===== src/rtl/websocket_frame_encoder_core_defines.svh =====
// ----------------------------------------------------------------------------
// websocket frame encoder assertion macros
// shared concurrent assertion forms, clocked on clk, disabled in reset
// ----------------------------------------------------------------------------
`ifndef WEBSOCKET_FRAME_ENCODER_CORE_DEFINES_SVH
`define WEBSOCKET_FRAME_ENCODER_CORE_DEFINES_SVH

// same-cycle implication
`define WSFE_ASSERT_NOW(label, ante, cons) \
    label: assert property (@(posedge clk) disable iff (!rst_n) (ante) |-> (cons)) \
        else $error("wsfe assertion failed");

// next-cycle implication
`define WSFE_ASSERT_NEXT(label, ante, cons) \
    label: assert property (@(posedge clk) disable iff (!rst_n) (ante) |=> (cons)) \
        else $error("wsfe assertion failed");

`endif


===== src/rtl/wsfe_pkg.sv =====
// ----------------------------------------------------------------------------
// wsfe_pkg
// widths, codes and header constants of the websocket frame encoder
// ----------------------------------------------------------------------------
package wsfe_pkg;

    localparam int LEN_W       = 63;
    localparam int KEY_W       = 32;
    localparam int OPC_W       = 4;
    localparam int HDR_BYTES   = 14;
    localparam int HDR_CNT_W   = 4;
    localparam int IN_DATA_W   = 112;
    localparam int OUT_USER_W  = 2;

    localparam logic MODE_START   = 1'b0;
    localparam logic MODE_PAYLOAD = 1'b1;

    localparam int USER_FRAME_END = 0;
    localparam int USER_ERROR     = 1;

    localparam logic [LEN_W-1:0] LEN_SHORT_MAX  = LEN_W'(125);
    localparam logic [LEN_W-1:0] LEN_MEDIUM_MAX = LEN_W'(65535);
    localparam logic [6:0]       CODE_LEN16     = 7'd126;
    localparam logic [6:0]       CODE_LEN64     = 7'd127;
    localparam logic [7:0]       FLAG_BIT       = 8'h80;

    localparam logic [HDR_CNT_W-1:0] LAST_SHORT  = HDR_CNT_W'(5);
    localparam logic [HDR_CNT_W-1:0] LAST_MEDIUM = HDR_CNT_W'(7);
    localparam logic [HDR_CNT_W-1:0] LAST_LONG   = HDR_CNT_W'(13);

    typedef logic [7:0] byte_t;

endpackage


===== src/rtl/websocket_frame_encoder_core.sv =====
// ----------------------------------------------------------------------------
// websocket_frame_encoder_core
// masked client websocket frame encoder: header burst and masked payload bytes
// ----------------------------------------------------------------------------
// path: an input transfer goes into the item register, then the output register
// payload item: one transfer in and one out every cycle while the sink is ready
// start item: 6, 8 or 14 header bytes, sent one by one through the byte lane
// reset: rst_n async low, clears frame state (length, key, key index) to zero
// ----------------------------------------------------------------------------
`include "websocket_frame_encoder_core_defines.svh"

module websocket_frame_encoder_core (
    input  logic                          clk,
    input  logic                          rst_n,
    input  logic                          s_axis_tvalid,
    output logic                          s_axis_tready,
    // opcode[3:0], payload_length[66:4], mask_key[98:67], payload_byte[106:99], zero
    input  logic [wsfe_pkg::IN_DATA_W-1:0] s_axis_tdata,
    // mode
    input  logic                          s_axis_tuser,
    output logic                          m_axis_tvalid,
    input  logic                          m_axis_tready,
    // out_byte
    output logic [7:0]                    m_axis_tdata,
    output logic                          m_axis_tlast,
    // frame_end[0], error[1]
    output logic [wsfe_pkg::OUT_USER_W-1:0] m_axis_tuser
);
    import wsfe_pkg::*;

    logic [OPC_W-1:0] in_opcode;
    logic [LEN_W-1:0] in_len;
    logic [KEY_W-1:0] in_key;
    byte_t            in_byte;

    assign in_opcode = s_axis_tdata[3:0];
    assign in_len    = s_axis_tdata[66:4];
    assign in_key    = s_axis_tdata[98:67];
    assign in_byte   = s_axis_tdata[106:99];

    // item register
    logic                 a_valid_reg;
    logic                 a_mode_reg;
    byte_t                a_byte_reg;
    byte_t                a_hdr_reg [HDR_BYTES];
    logic [HDR_CNT_W-1:0] a_left_reg;
    logic [LEN_W-1:0]     a_len_reg;
    logic [KEY_W-1:0]     a_key_reg;
    logic                 a_len_zero_reg;

    // frame state
    logic [LEN_W-1:0] bytes_left_reg, bytes_left_next;
    logic [KEY_W-1:0] key_store_reg, key_store_next;
    logic [1:0]       key_index_reg, key_index_next;

    // output register
    logic                  m_valid_reg, m_valid_next;
    byte_t                 m_data_reg, m_data_next;
    logic                  m_last_reg, m_last_next;
    logic [OUT_USER_W-1:0] m_user_reg, m_user_next;

    byte_t                hdr_next [HDR_BYTES];
    logic [HDR_CNT_W-1:0] left_next;
    logic [63:0]          len64;
    logic                 out_ok;
    logic                 emit;
    logic                 a_last;
    logic                 s_accept;
    byte_t                key_byte;
    logic                 no_frame;

    assign out_ok        = !m_valid_reg || m_axis_tready;
    assign emit          = a_valid_reg && out_ok;
    assign a_last        = (a_mode_reg == MODE_PAYLOAD) || (a_left_reg == '0);
    assign s_axis_tready = !a_valid_reg || (emit && a_last);
    assign s_accept      = s_axis_tvalid && s_axis_tready;
    assign len64         = {1'b0, in_len};
    assign key_byte      = key_store_reg[{key_index_reg, 3'b000} +: 8];
    assign no_frame      = (bytes_left_reg == '0);

    // header assembly for a start item
    always_comb
    begin
        for (int j = 0; j < HDR_BYTES; j++)
        begin
            hdr_next[j] = '0;
        end
        hdr_next[0] = FLAG_BIT | {4'b0000, in_opcode};
        if (in_len <= LEN_SHORT_MAX)
        begin
            hdr_next[1] = {1'b1, in_len[6:0]};
            for (int j = 0; j < 4; j++)
            begin
                hdr_next[2 + j] = in_key[8*j +: 8];
            end
            left_next = LAST_SHORT;
        end
        else if (in_len <= LEN_MEDIUM_MAX)
        begin
            hdr_next[1] = {1'b1, CODE_LEN16};
            hdr_next[2] = in_len[15:8];
            hdr_next[3] = in_len[7:0];
            for (int j = 0; j < 4; j++)
            begin
                hdr_next[4 + j] = in_key[8*j +: 8];
            end
            left_next = LAST_MEDIUM;
        end
        else
        begin
            hdr_next[1] = {1'b1, CODE_LEN64};
            for (int j = 0; j < 8; j++)
            begin
                hdr_next[2 + j] = len64[8*(7-j) +: 8];
            end
            for (int j = 0; j < 4; j++)
            begin
                hdr_next[10 + j] = in_key[8*j +: 8];
            end
            left_next = LAST_LONG;
        end
    end

    // result byte and frame state update
    always_comb
    begin
        bytes_left_next = bytes_left_reg;
        key_store_next  = key_store_reg;
        key_index_next  = key_index_reg;
        m_valid_next    = m_valid_reg;
        m_data_next     = m_data_reg;
        m_last_next     = m_last_reg;
        m_user_next     = m_user_reg;
        if (out_ok)
        begin
            m_valid_next = emit;
        end
        if (emit)
        begin
            m_user_next = '0;
            case (a_mode_reg)
                MODE_PAYLOAD:
                begin
                    m_last_next = 1'b1;
                    if (no_frame)
                    begin
                        m_data_next             = '0;
                        m_user_next[USER_ERROR] = 1'b1;
                    end
                    else
                    begin
                        m_data_next                 = a_byte_reg ^ key_byte;
                        m_user_next[USER_FRAME_END] = (bytes_left_reg == LEN_W'(1));
                        bytes_left_next             = bytes_left_reg - LEN_W'(1);
                        key_index_next              = key_index_reg + 2'd1;
                    end
                end
                default:
                begin
                    m_data_next                 = a_hdr_reg[0];
                    m_last_next                 = a_last;
                    m_user_next[USER_FRAME_END] = a_last && a_len_zero_reg;
                    if (a_last)
                    begin
                        bytes_left_next = a_len_reg;
                        key_store_next  = a_key_reg;
                        key_index_next  = '0;
                    end
                end
            endcase
        end
    end

    // control and frame state
    always_ff @(posedge clk or negedge rst_n)
    begin
        if (!rst_n)
        begin
            a_valid_reg    <= 1'b0;
            m_valid_reg    <= 1'b0;
            bytes_left_reg <= '0;
            key_store_reg  <= '0;
            key_index_reg  <= '0;
        end
        else
        begin
            if (s_accept)
            begin
                a_valid_reg <= 1'b1;
            end
            else if (emit && a_last)
            begin
                a_valid_reg <= 1'b0;
            end
            m_valid_reg    <= m_valid_next;
            bytes_left_reg <= bytes_left_next;
            key_store_reg  <= key_store_next;
            key_index_reg  <= key_index_next;
        end
    end

    // data path registers
    always_ff @(posedge clk)
    begin
        m_data_reg <= m_data_next;
        m_last_reg <= m_last_next;
        m_user_reg <= m_user_next;
        if (s_accept)
        begin
            a_mode_reg     <= s_axis_tuser;
            a_byte_reg     <= in_byte;
            a_len_reg      <= in_len;
            a_key_reg      <= in_key;
            a_len_zero_reg <= (in_len == '0);
            a_left_reg     <= left_next;
            for (int j = 0; j < HDR_BYTES; j++)
            begin
                a_hdr_reg[j] <= hdr_next[j];
            end
        end
        else if (emit && !a_last)
        begin
            a_left_reg <= a_left_reg - HDR_CNT_W'(1);
            for (int j = 0; j < HDR_BYTES - 1; j++)
            begin
                a_hdr_reg[j] <= a_hdr_reg[j + 1];
            end
            a_hdr_reg[HDR_BYTES - 1] <= '0;
        end
    end

    assign m_axis_tvalid = m_valid_reg;
    assign m_axis_tdata  = m_data_reg;
    assign m_axis_tlast  = m_last_reg;
    assign m_axis_tuser  = m_user_reg;

    `WSFE_ASSERT_NEXT(a_item_held, a_valid_reg && !(emit && a_last), a_valid_reg)
    `WSFE_ASSERT_NOW(error_ends_run, m_valid_reg && m_user_reg[USER_ERROR],
        m_last_reg && !m_user_reg[USER_FRAME_END])
    `WSFE_ASSERT_NEXT(frame_end_clears_len,
        emit && (a_mode_reg == MODE_PAYLOAD) && (bytes_left_reg == LEN_W'(1)),
        (bytes_left_reg == '0) && m_user_reg[USER_FRAME_END])
    `WSFE_ASSERT_NEXT(header_count_steps, emit && !a_last,
        a_left_reg == $past(a_left_reg) - HDR_CNT_W'(1))

endmodule


===== config.mk =====
export PLATFORM = sky130hd
export DESIGN_NAME = websocket_frame_encoder_core
export DESIGN_NICKNAME = d
export VERILOG_FILES = /design/src/rtl/wsfe_pkg.sv /design/src/rtl/websocket_frame_encoder_core.sv
export VERILOG_INCLUDE_DIRS = /design/src /design/src/rtl
export SDC_FILE = /design/constraint.sdc
export NUM_CORES = 1
export LEC_CHECK = 0
export BUFFER_PORTS_ARGS = -buffer_cell sky130_fd_sc_hd__buf_2
export CAP_MARGIN = 10
export CORE_AREA = 2 2 179 181
export CTS_CLUSTER_DIAMETER = 30
export CTS_CLUSTER_SIZE = 16
export DETAILED_ROUTE_END_ITERATION = 16
export DIE_AREA = 0 0 181 183
export PLACE_DENSITY_LB_ADDON = 0.2
export SLEW_MARGIN = 20
export SYNTH_ARGS = -nofsm -noshare
export SYNTH_HDL_FRONTEND = slang
export SYNTH_SLANG_ARGS = --single-unit

===== constraint.sdc =====
create_clock -name clk -period 4.6 [get_ports clk]
set_input_delay 0.23 -clock clk [delete_from_list [all_inputs] [get_ports clk]]
set_output_delay 0.23 -clock clk [all_outputs]
set_load 0.03 [all_outputs]

After elaboration in Yosys (flattened, before gate mapping). Memory sizes are Yosys's and may differ from the RTL's. Cells that the tools add are included.

Register bits: 219. RAM bits: 112. Input port bits: 117. Output and inout port bits: 13. Logic and storage cells: 99. Memories kept: 1.

Memory list: a_hdr_reg (words 14, width 8, rd ports 14, clocked after Yosys merged registers in 0, write ports 14, RTL line websocket_frame_encoder_core.sv:45) `byte_t a_hdr_reg [HDR_BYTES];`.

Add/sub/neg operators: 3. Magnitude comparators: 2. Equal/unequal tests: 2. Shift operators: 1. Multiplexer cells: 40. Bitwise gates (word level): 16. Reduce and logical (&&, ||, !) cells: 19.

Operators with widths (count): 63-bit 2-to-1 mux (3); 8-bit 2-to-1 mux (16); 63-bit zero test (2); 64-bit 2-to-1 mux (1); 63-bit by 1-bit == test with 1-bit output (second input constant) (1); 63-bit by 16-bit less-or-equal comparator with 1-bit output (second input constant) (1); 63-bit by 7-bit less-or-equal comparator with 1-bit output (second input constant) (1); 63-bit by 1-bit subtractor with 63-bit output (second input constant) (1); 49-bit 2-to-1 mux (1); 48-bit 2-to-1 mux (1); 39-bit 2-to-1 mux (1); 32-bit by 6-bit indexed part select with 8-bit output (1); 4-bit 2-to-1 mux (4); 1-bit OR (14); 1-bit 2-to-1 mux (10); 8-bit XOR (1); 2-bit 2-to-1 mux (3); 3-bit AND reduction (2); 2-bit nonzero test (3); 1-bit logical AND (5); 4-bit zero test (1); 4-bit by 1-bit subtractor with 4-bit output (second input constant) (1); 1-bit zero test (3); 1-bit logical OR (3); other kinds (3) (3).

Longest topological paths before layout. Gate-level depths: netlist of run 1.

Word-level depth: 9. Depth in mapped cells: 10.

Worst setup path before layout of run 1. No wires, ideal clock.

Kind: reg-to-reg. Start point: register a_left_reg[0]. End point: memory a_hdr_reg[0][0] (netlist name), enable pin. Data arrival time: 4.016 ns. Required time: 3.570 ns. Setup slack: -0.446 ns. Cell stages (with the launch flop): 9. Clock period less this slack: 5.046 ns. Cells stage by stage: edfxtp_1 > inv_1 > ha_1 > nor3b_1 > o211ai_1 > nand2_1 > nand2_1 > clkbuf_1 > nand2_1.

RTL lines: start, declared (RTL line websocket_frame_encoder_core.sv:46) `logic [HDR_CNT_W-1:0] a_left_reg;`; start signal, assigned (RTL line websocket_frame_encoder_core.sv:215) `a_left_reg <= left_next;`; start signal, assigned (RTL line websocket_frame_encoder_core.sv:223) `a_left_reg <= a_left_reg - HDR_CNT_W'(1);`; end, declared (RTL line websocket_frame_encoder_core.sv:45).

Worst setup path after layout of run 1.
Start point: register bytes_left_reg[0]. End point: register bytes_left_reg[51].

Word-level cells in the longest chain between the ends: 3.

Ends and longest elaborated chain: start, declared (RTL line websocket_frame_encoder_core.sv:52) `logic [LEN_W-1:0] bytes_left_reg, bytes_left_next;`; start signal, assigned (RTL line websocket_frame_encoder_core.sv:196) `bytes_left_reg <= bytes_left_next;`; 63-bit by 1-bit subtractor with 63-bit output or 63-bit zero test (tied branches) (RTL line websocket_frame_encoder_core.sv:154, websocket_frame_encoder_core.sv:79); 63-bit 2-to-1 mux or 2-bit inequality test (tied branches); 63-bit 2-to-1 mux or 3-bit AND reduction (tied branches).

Several ways; a longest one is shown, not always the timed one. The select of a mux whose other input is x is not followed. A chain may end at the register's enable or synchronous reset.

==> results of run 1 <==
-- metal layers --
metal / up-vias / GRT usage / wire length, microns
met1: 6119 / 0.410 / 19800
met4: 0 / 0.124 / 2010
met3: 152 / 0.0689 / 5260
li1: 5611 / - / -
met5: - / 0 / 0
met2: 824 / 0.459 / 22100
-- cell type report --
| type | instances | area (sq um) | area share |
|---|---|---|---|
| Tap cell | 402 | 503 | 0.0252 |
| Clock inverter | 44 | 553 | 0.0277 |
| Clock buffer | 83 | 1880 | 0.0943 |
| Inverter | 23 | 88.8 | 0.00445 |
| Multi-Input combinational cell | 912 | 5510 | 0.276 |
| Timing Repair Buffer | 265 | 1980 | 0.0994 |
| Sequential cell | 331 | 9440 | 0.473 |
-- power groups by stage --
stage | registers (mW) | clock network, mW | logic (mW)
2_1_floorplan | 4.03 | 0 | 0.990
3_3_place_gp | 4.11 | 0 | 1.41
3_5_place_dp | 4.13 | 0 | 1.44
4_1_cts | 4.09 | 5.20 | 1.52
5_1_grt | 4.15 | 5.36 | 1.69
6_report | 4.10 | 5.18 | 1.55
-- through the flow --
stage / instance area (sq um) / utilization / hold WS [ns] / cells / setup WS [ns]
final: 20000 / 0.639 / 0.0162 / 2060 / 1.11
after global routing: 20000 / 0.639 / 0.0103 / 2060 / 0.900
after CTS: 20000 / 0.639 / 0.00219 / 2060 / 1.24
after detailed placement: 16500 / 0.527 / 0.293 / 1827 / 1.26
after global placement: 16500 / 0.527 / 0.283 / 1827 / 1.29
after floorplan: 15400 / - / -0.0656 / 1351 / 0.108
-- Yosys cell counts, drive strengths merged, types with 18 or more instances --
| library cell | instances |
|---|---|
| mux2 | 24 |
| nand3 | 18 |
| nand2 | 237 |
| edfxtp | 232 |
| nor2 | 88 |
| nor3 | 38 |
| o21ai | 60 |
| clkbuf | 70 |
| dfrtp | 99 |
| a22o | 25 |
| inv | 22 |
| nor4 | 35 |
| mux2i | 29 |
| a21oi | 125 |
-- worst min path at each step --
stage / startpoint / to / slack [ns] / cells after the start
after floorplan: rst_n / a_valid_reg / -0.07 / 0
after global placement: rst_n / m_axis_tvalid / 0.28 / 1
after detailed placement: rst_n / key_store_reg[3] / 0.29 / 1
after CTS: s_axis_tdata[8] / a_len_reg[4] / 0.002 / 1
after global routing: s_axis_tdata[7] / a_len_reg[3] / 0.01 / 1
final: s_axis_tdata[8] / a_len_reg[4] / 0.02 / 1
-- logic make-up after synthesis --
group / after synthesis / synth area share
muxes: 61 / 0.0482
xor gates and xnor gates: 10 / 0.00570
DFF: 331 / 0.615
AOI/OAI and AO/OA: 329 / 0.141
buffers and inverters: 108 / 0.0288
and+or+nand+nor: 509 / 0.159
adders and majority gates: 3 / 0.00244
-- what timing repair did --
item / CTS / global route
setup buffers: 0 / 0
hold endpoints to repair: 147 / 0
hold buffers: 106 / 0
-- worst register-to-register path, cell delays in order (launching register included) --
cell and delay, ns:
dfrtp_1 0.43, inv_1 0.11, ha_1 0.34, nor4b_1 0.29
nand4_1 0.41, nor3_1 0.25, and4_1 0.66, nor2_1 0.32
buf_4 0.28, o221a_2 0.26
==> results.cfg, run 1 <==
[placement]
hpwl_microns = 31900
gp_congestion = 0.945
io_buffers = 124

[global_routing]
overflow = 0
grt_pass1_vias = 12353
grt.total_usage = 0.298
antenna_found_initial = 0
grt_max_degree = 69
grt_pass1_wl_microns = 74200

[sta]
setup_viol = 0
fmax_mhz = 287
tightest_slew_ns = 0.941
clock_skew_ns = 0.0265
slew_headroom = 0.367
finalHoldViolCount = 0
fin_crit_ns = 3.49
rsz0062_at_grt = false
setup_tns_ns = 0
slew_viol_final = 0
period_share = 0.758

[layout]
largest_reg_flops = 112
nets = 1723
insertedDiodeCount = 0
syn_to_final_growth_pct = 30.0
layout_common_cells = 233 x nand2_1, 232 x edfxtp_1, 125 x a21oi_1
fill_cells = 2363
drive_above_1_share = 0.208
final_common_cell = nand2_1

[synthesis]
yosysWarnings = 0
synthTopCellsByArea = edfxtp_1 45%, dfrtp_1 16%, nand2_1 5.8%, a21oi_1 4.1%, nor2_1 2.2%
synth_top_area_share = 0.454
syn_avg_cell_area_sq_um = 11.4
netlist_area_sq_um = 15400
async_reset_ff_frac = 0.299
synth_flop_cell = edfxtp_1
synth_seq_cells = 331
synth_edf_count = 232
synth_nets = 1471
ys_seq_area_frac = 0.615
netlist.top_cell.by_area = edfxtp_1
ys_types = 71
netlist_instances = 1351

[floorplanning]
initial_utilization = 0.492
rows = 65
die_y_microns = 183
die_w_microns = 181
io_pins = 130
coreArea_sq_um = 31200
die_area_sq_um = 33100

[setup_path]
reg2reg_from = bytes_left_reg[0]
ff2ff_path_depth = 9
ff2ff_setup_slack_ns = 1.11
endpoint = bytes_left_reg[51]
slowest_delay_ns = 0.66
cp_max_fo = 11
arrival_ns = 3.91
critPathTopFamily = simple AND/OR/NAND/NOR gates
crit_path_top_delay_cell = and4_1
path_depth = 9
end_kind = register
crit_type = register to register
cp-start-kind = register
crit_start = bytes_left_reg[0]
crit_path_cell_trace = inv_1 -> ha_1 -> nor4b_1 -> nand4_1 -> nor3_1 -> and4_1 -> nor2_1 -> buf_4 -> o221a_2
r2r-end = bytes_left_reg[51]
required_ns = 5.03
cp_num_buf_inv = 2

[outcome]
outcome = finished clean

[power]
total_power_mw = 10.8
p_int_mw = 7.89
power_density_nw_per_um2 = 542
peakVddDrop_mv = 0.334
p_leak_nw = 7.72
switching_share = 0.271
p_comb_frac = 0.143
p_switching_mw = 2.93
pwr-share-clk = 0.478
seqPwrFrac = 0.379

[cts]
insertion_delay_ns = 0.57
cts.clk_slew.worst_paths_ns = 0.05
ctsRootBufferMaster = clkbuf_16
htree_levels = 3
cts_buffer_depth = 3
clock_sinks = 331
cts_repair_resize_count = 0
cts_made_buffers = 70
cts_tree = built

[worst_hold_path]
hold_path.class = primary input to register

[route]
first_pass_iters = 6
wl_per_cell_microns = 23.9
vias = 12706
viasPerCell = 6.17
drc_errors = 0
drt-initial-drc-count = 1685
wirelength_microns = 49200
antenna_left = 0

[run]
maxCapViolCount = 0
No activity file was read; power rests on OpenSTA's default activity.
==> run 2, diff against run 1 <==
--- a/config.mk
+++ b/config.mk
@@ -6,13 +6,14 @@
 export SDC_FILE = /design/constraint.sdc
 export NUM_CORES = 1
 export LEC_CHECK = 0
+export ABC_AREA = 1
 export BUFFER_PORTS_ARGS = -buffer_cell sky130_fd_sc_hd__buf_2
 export CAP_MARGIN = 10
-export CORE_AREA = 2 2 179 181
+export CORE_AREA = 2 2 188 190
 export CTS_CLUSTER_DIAMETER = 30
 export CTS_CLUSTER_SIZE = 16
 export DETAILED_ROUTE_END_ITERATION = 16
-export DIE_AREA = 0 0 181 183
+export DIE_AREA = 0 0 190 192
 export PLACE_DENSITY_LB_ADDON = 0.2
 export SLEW_MARGIN = 20
 export SYNTH_ARGS = -nofsm -noshare
==> constraint.sdc (replaced) <==
create_clock -name clk -period 3.05 [get_ports clk]
set_input_delay 0.1525 -clock clk [delete_from_list [all_inputs] [get_ports clk]]
set_output_delay 0.1525 -clock clk [all_outputs]
set_load 0.03 [all_outputs]
==> run 2 against run 1 <==
Design area is 10% higher; via count is 21% higher; die area is 10% higher; combinational power is 110% higher; largest power group unchanged; largest cell class unchanged; flip-flop and latch count stayed put; final cell count is 37% higher; highest routed layer unchanged; clock-buffer cell count is 5 higher; sequential share of layout area is 4.5 points lower.
==> results.cfg, run 2 <==
[outcome]
outcome = finished clean

[synthesis]
synth_edf_count = 232
synthTopCellsByArea = edfxtp_1 41%, nand2_1 15%, dfrtp_1 15%, nor2_1 8.0%, nand3_1 4.1%
netlist.top_cell.by_area = edfxtp_1
synth_top_area_share = 0.411
synth_seq_cells = 331
netlist_top_cells_count = 675 x nand2_1, 360 x nor2_1, 232 x edfxtp_1, 147 x inv_1, 138 x nand3_1
ys_types = 37
synth_nets = 2159
ys_seq_area_frac = 0.557
syn_avg_cell_area_sq_um = 8.32
netlist_instances = 2039
synth_flop_cell = edfxtp_1
yosysWarnings = 0
synth_most_common_cell = nand2_1
async_reset_ff_frac = 0.299
netlist_area_sq_um = 17000

[route]
viasPerCell = 5.47
drt-initial-drc-count = 1445
antenna_left = 0
wirelength_microns = 57500
drc_errors = 0
vias = 15434
wl_per_cell_microns = 20.4
first_pass_iters = 6

[setup_path]
ff2ff_path_depth = 11
slowest_delay_ns = 0.39
arrival_ns = 3.18
crit_path_cell_trace = inv_1 -> ha_1 -> nand3_1 -> nand2_2 -> inv_2 -> nor2_4 -> nor2_1 -> nor2_4 -> buf_4 -> nand2_1 -> o21ai_0
cp_max_fo = 21
end_kind = register
path_depth = 11
required_ns = 3.46
cp-start-kind = register
crit_path_top_delay_cell = edfxtp_1
crit_type = register to register
critPathTopFamily = simple AND/OR/NAND/NOR gates
cp_num_buf_inv = 3
path_common_cell = nor2_4

[cts]
insertion_delay_ns = 0.60
cts.clk_slew.worst_paths_ns = 0.05
clock_sinks = 331
cts_buffer_depth = 3
cts_made_buffers = 77
htree_levels = 3
cts_setup_buffers = 0
ctsRootBufferMaster = clkbuf_16
cts_repair_resize_count = 0
cts_tree = built
cts_hold_buf = 111

[floorplanning]
die_y_microns = 192
initial_utilization = 0.495
die_area_sq_um = 36500
die_w_microns = 190
io_pins = 130
coreArea_sq_um = 34300
rows = 68

[global_routing]
grt_util_met3 = 0.0798
grt_pass1_vias = 14561
grt-busiest-layer = met2
grt_use_met1 = 0.433
grt_pass1_wl_microns = 85800
antenna_found_initial = 0
grt_max_degree = 89
grtUsageMet2 = 0.480
grt.total_usage = 0.318
overflow = 0

[sta]
finalHoldViolCount = 0
setup_ws_ns = 0.279
slew_headroom = 0.318
setup_viol = 0
clock_skew_ns = 0.0229
slew_viol_final = 0
fin_hold_ws_ns = 0.187
fin_crit_ns = 2.77
period_share = 0.909
fmax_mhz = 361
setup_tns_ns = 0
rsz0062_at_grt = false
tightest_slew_ns = 1.02

[layout]
syn_to_final_growth_pct = 30.0
final_common_cell = nand2_1
layout_common_cells = 674 x nand2_1, 357 x nor2_1, 232 x edfxtp_1
postLayoutCellArea_sq_um = 22100
largest_reg_flops = 112
insertedDiodeCount = 0
drive_above_1_share = 0.147
nets = 2419

[power]
peakVddDrop_mv = 0.694
power_density_nw_per_um2 = 844
p_leak_nw = 9.57

[worst_hold_path]
hold_path.class = primary input to async pin

[placement]
io_buffers = 124
gp_congestion = 1.02
pre_cts_slack_ns = 0.359
placed_area_sq_um = 18100
hpwl_microns = 39800

[run]
maxCapViolCount = 0
-- run 2: cell types whose count changed in the layout (fill, tap and decap cells not counted), sizes merged, moves of 46 or more --
| cell | previous run | this run |
|---|---|---|
| nand2 | 237 | 682 |
| inv | 28 | 157 |
| nor2 | 88 | 372 |
| nand4 | 15 | 61 |
| nand3 | 18 | 139 |
| a21oi | 125 | 37 |
-- run 2: worst register-to-register path: stages (launching register included) --
cell and delay [ns]:
edfxtp_1 0.39, inv_1 0.09, ha_1 0.19, nand3_1 0.16
nand2_2 0.16, inv_2 0.06, nor2_4 0.18, nor2_1 0.11
nor2_4 0.23, buf_4 0.32, nand2_1 0.40, o21ai_0 0.31
-- run 2: power breakdown --
group / switching [mW] / leakage (nW) / internal [mW]
clock: 2.73 / 1.37 / 6.28
sequential: 0.636 / 3.40 / 5.77
combinational: 2.10 / 4.79 / 1.09
total: 5.47 / 9.57 / 13.1
-- run 2: logic make-up (layout without fill, tap and decap cells) --
family          Yosys count  in the layout  share of synthesized area
flops                   331            331                      0.557
xor+xnor                 13             13                    0.00671
fa+ha+maj                 3              3                    0.00221
buf+inv                 235            560                     0.0585
compound gates          140            140                     0.0433
mux                      16             16                     0.0106
simple gates           1301           1301                      0.322
-- run 2: stage by stage --
step	power, mW	cells	util
2_1_floorplan	8.32	2039	-
3_3_place_gp	9.35	2564	0.527
3_5_place_dp	9.42	2564	0.527
4_1_cts	18.6	2819	0.643
5_1_grt	19.3	2819	0.643
6_report	18.6	2819	0.643
-- run 2: final cells by class --
cell class,instances,area (sq um)
Clock buffer,88,2050
Clock inverter,56,807
Fill cell,2791,12200
Inverter,151,567
Multi-Input combinational cell,1473,6560
Sequential cell,331,9440
Tap cell,455,569
Timing Repair Buffer,265,2060
-- run 2: path summary, 6_finish.rpt --
kind                                   start                 end  slack (ns)
max reg2reg                    a_left_reg[0]    a_hdr_reg[1][31]        0.28
min reg2reg                    a_key_reg[19]   key_store_reg[19]        0.45
max                            a_left_reg[0]    a_hdr_reg[1][31]        0.28
min                                    rst_n  bytes_left_reg[33]        0.19
min in group clk           s_axis_tdata[102]       a_byte_reg[3]        0.29
max in group asynchronous              rst_n       m_axis_tvalid        2.06
-- run 2: layer usage --
layer  share of wire  wire [microns]  vias to the layer above
met2            0.44           25400                      781
met1            0.41           23700                     7267
li1                -               -                     7224
met5               0               0                        -
met3           0.099            5690                      162
met4           0.047            2720                        0
==> run 3, diff against run 2 <==
--- a/config.mk
+++ b/config.mk
@@ -7,7 +7,7 @@
 export NUM_CORES = 1
 export LEC_CHECK = 0
 export ABC_AREA = 1
-export BUFFER_PORTS_ARGS = -buffer_cell sky130_fd_sc_hd__buf_2
+export BUFFER_PORTS_ARGS = -buffer_cell sky130_fd_sc_hd__clkbuf_2
 export CAP_MARGIN = 10
 export CORE_AREA = 2 2 188 190
 export CTS_CLUSTER_DIAMETER = 30
==> run 3 against run 2 <==
Clock skew shrank 0.0023 ns; via count shrank 0.63%; design area fell by 1.0%; power shrank 3.2%; non-clock buffer count rose by 2; largest power group unchanged.
==> results.cfg, run 3 (synthesis gave the netlist of run 2 again) <==
[global_routing]
grt_pass1_vias = 14663
grt_pass1_wl_microns = 86100
overflow = 0
grt_max_degree = 89
grtUsageMet2 = 0.480
grt-busiest-layer = met2
antenna_found_initial = 0
grt_util_met3 = 0.0753
grt_use_met1 = 0.442
grt.total_usage = 0.318

[setup_path]
arrival_ns = 3.02
crit_path_top_delay_cell = nand2_1
path_common_cell = nor2_4
crit_type = register to register
required_ns = 3.46
cp_max_fo = 18
cp-start-kind = register
end_kind = register
slowest_delay_ns = 0.41
crit_path_cell_trace = inv_1 -> ha_1 -> nand3_1 -> nand2_2 -> inv_2 -> nor2_4 -> nor2_1 -> nor2_4 -> buf_4 -> nand2_1 -> o21ai_0

[sta]
slew_headroom = 0.325
setup_tns_ns = 0
period_share = 0.854
tightest_slew_ns = 1.01
fmax_mhz = 384
slew_viol_final = 0
rsz0062_at_grt = false
clock_skew_ns = 0.0206
fin_crit_ns = 2.60
finalHoldViolCount = 0
setup_viol = 0

[placement]
dp.cells = 2566
io_buffers = 124
gp_congestion = 0.998
hpwl_microns = 39800

[route]
antenna_left = 0
first_pass_iters = 5
viasPerCell = 5.45
drc_errors = 0
wl_per_cell_microns = 20.2
vias = 15337
drt-initial-drc-count = 1695
wirelength_microns = 56900

[power]
p_leak_nw = 9.47
p_int_mw = 12.7
p_comb_frac = 0.176
peakVddDrop_mv = 0.646
seqPwrFrac = 0.355
power_density_nw_per_um2 = 825
switching_share = 0.296
p_switching_mw = 5.33
total_power_mw = 18.0
pwr-share-clk = 0.469

[cts]
cts_made_buffers = 74
cts_setup_buffers = 0
cts.clk_slew.worst_paths_ns = 0.05
ctsRootBufferMaster = clkbuf_16
clock_sinks = 331
cts_buffer_depth = 3
htree_levels = 3
insertion_delay_ns = 0.58
cts_repair_resize_count = 0
cts_tree = built

[layout]
nets = 2418
fill_cells = 2824
insertedDiodeCount = 0
utilization = 0.636
syn_to_final_growth_pct = 28.7
finalNonFillerCells = 2813
layout_common_cells = 674 x nand2_1, 357 x nor2_1, 232 x edfxtp_1
drive_above_1_share = 0.143
largest_reg_flops = 112
final_common_cell = nand2_1

[floorplanning]
coreArea_sq_um = 34300
io_pins = 130
die_y_microns = 192
initial_utilization = 0.495
die_w_microns = 190
rows = 68
die_area_sq_um = 36500

[run]
maxCapViolCount = 0

[worst_hold_path]
hold_path.class = primary input to async pin

[outcome]
outcome = finished clean
==> run 3: cell count changes in the layout (fill, tap and decap cells not counted), moves of 2 or more <==
cell / previous run / this run
buf_12: 8 / 6
buf_2: 123 / 0
buf_4: 23 / 27
clkbuf_1: 4 / 8
clkbuf_16: 78 / 74
clkbuf_2: 0 / 123
clkbuf_8: 6 / 0
clkinv_2: 11 / 7
clkinvlp_4: 10 / 12
==> run 3: final timing paths <==
| path | start | endpoint | slack, ns | cells past startpoint |
|---|---|---|---|---|
| max | a_left_reg[0] | a_hdr_reg[1][31] | 0.45 | 11 |
| min | rst_n | bytes_left_reg[59] | 0.18 | 2 |
| max reg2reg | a_left_reg[0] | a_hdr_reg[1][31] | 0.45 | 11 |
| min reg2reg | a_key_reg[17] | key_store_reg[17] | 0.46 | 2 |
| max in group asynchronous | rst_n | key_store_reg[28] | 2.03 | 3 |
| min in group clk | s_axis_tdata[101] | a_byte_reg[2] | 0.30 | 2 |
==> run 3: layer usage <==
| metal | up-vias | wire length (microns) |
|---|---|---|
| li1 | 7193 | - |
| met4 | 0 | 2370 |
| met5 | - | 0 |
| met1 | 7178 | 23800 |
| met2 | 794 | 25000 |
| met3 | 172 | 5790 |
==> run 3: final cells by class <==
type / count / area, sq um / share of cell area
multi-input combinational: 1473 / 6560 / 0.300
clock inverter: 54 / 756 / 0.0346
clock buffer: 82 / 1880 / 0.0862
tap: 455 / 569 / 0.0261
timing repair buffer: 267 / 2050 / 0.0939
sequential: 331 / 9440 / 0.433
inverter: 151 / 567 / 0.0260
==> run 3: metrics by stage <==
stage / worst slack [ns] / cell area (sq um) / hold slack [ns]
4_1_cts: 0.487 / 21800 / 0.212
3_5_place_dp: 0.510 / 18100 / 0.259
3_3_place_gp: 0.550 / 18100 / 0.269
6_report: 0.445 / 21800 / 0.185
2_1_floorplan: 0.338 / 17000 / -0.143
5_1_grt: 0.239 / 21800 / 0.232
==> run 3: power groups by stage <==
| stage | registers [mW] | logic, mW | clock network [mW] |
|---|---|---|---|
| after floorplan | 6.24 | 2.08 | 0 |
| after global placement | 6.41 | 2.93 | 0 |
| after detailed placement | 6.43 | 2.98 | 0 |
| after CTS | 6.38 | 3.12 | 8.46 |
| after global routing | 6.48 | 3.53 | 8.73 |
| final | 6.40 | 3.17 | 8.44 |
==> run 3: worst max-delay path: cells and delay by family, from the launching register on <==
| kind | cells | cell delay (ns) |
|---|---|---|
| AO/OA/AOI/OAI | 1 | 0.28 |
| buffers and inverters | 3 | 0.44 |
| adder cells (fa/ha/maj) | 1 | 0.18 |
| flip-flops | 1 | 0.39 |
| AND/OR/NAND/NOR | 6 | 1.15 |
==> run 3: what timing repair did <==
item / in CTS / in global routing
endpoints found under the setup margin: 0 / 0
hold endpoints to repair: 169 / 0
hold buffers: 111 / 0
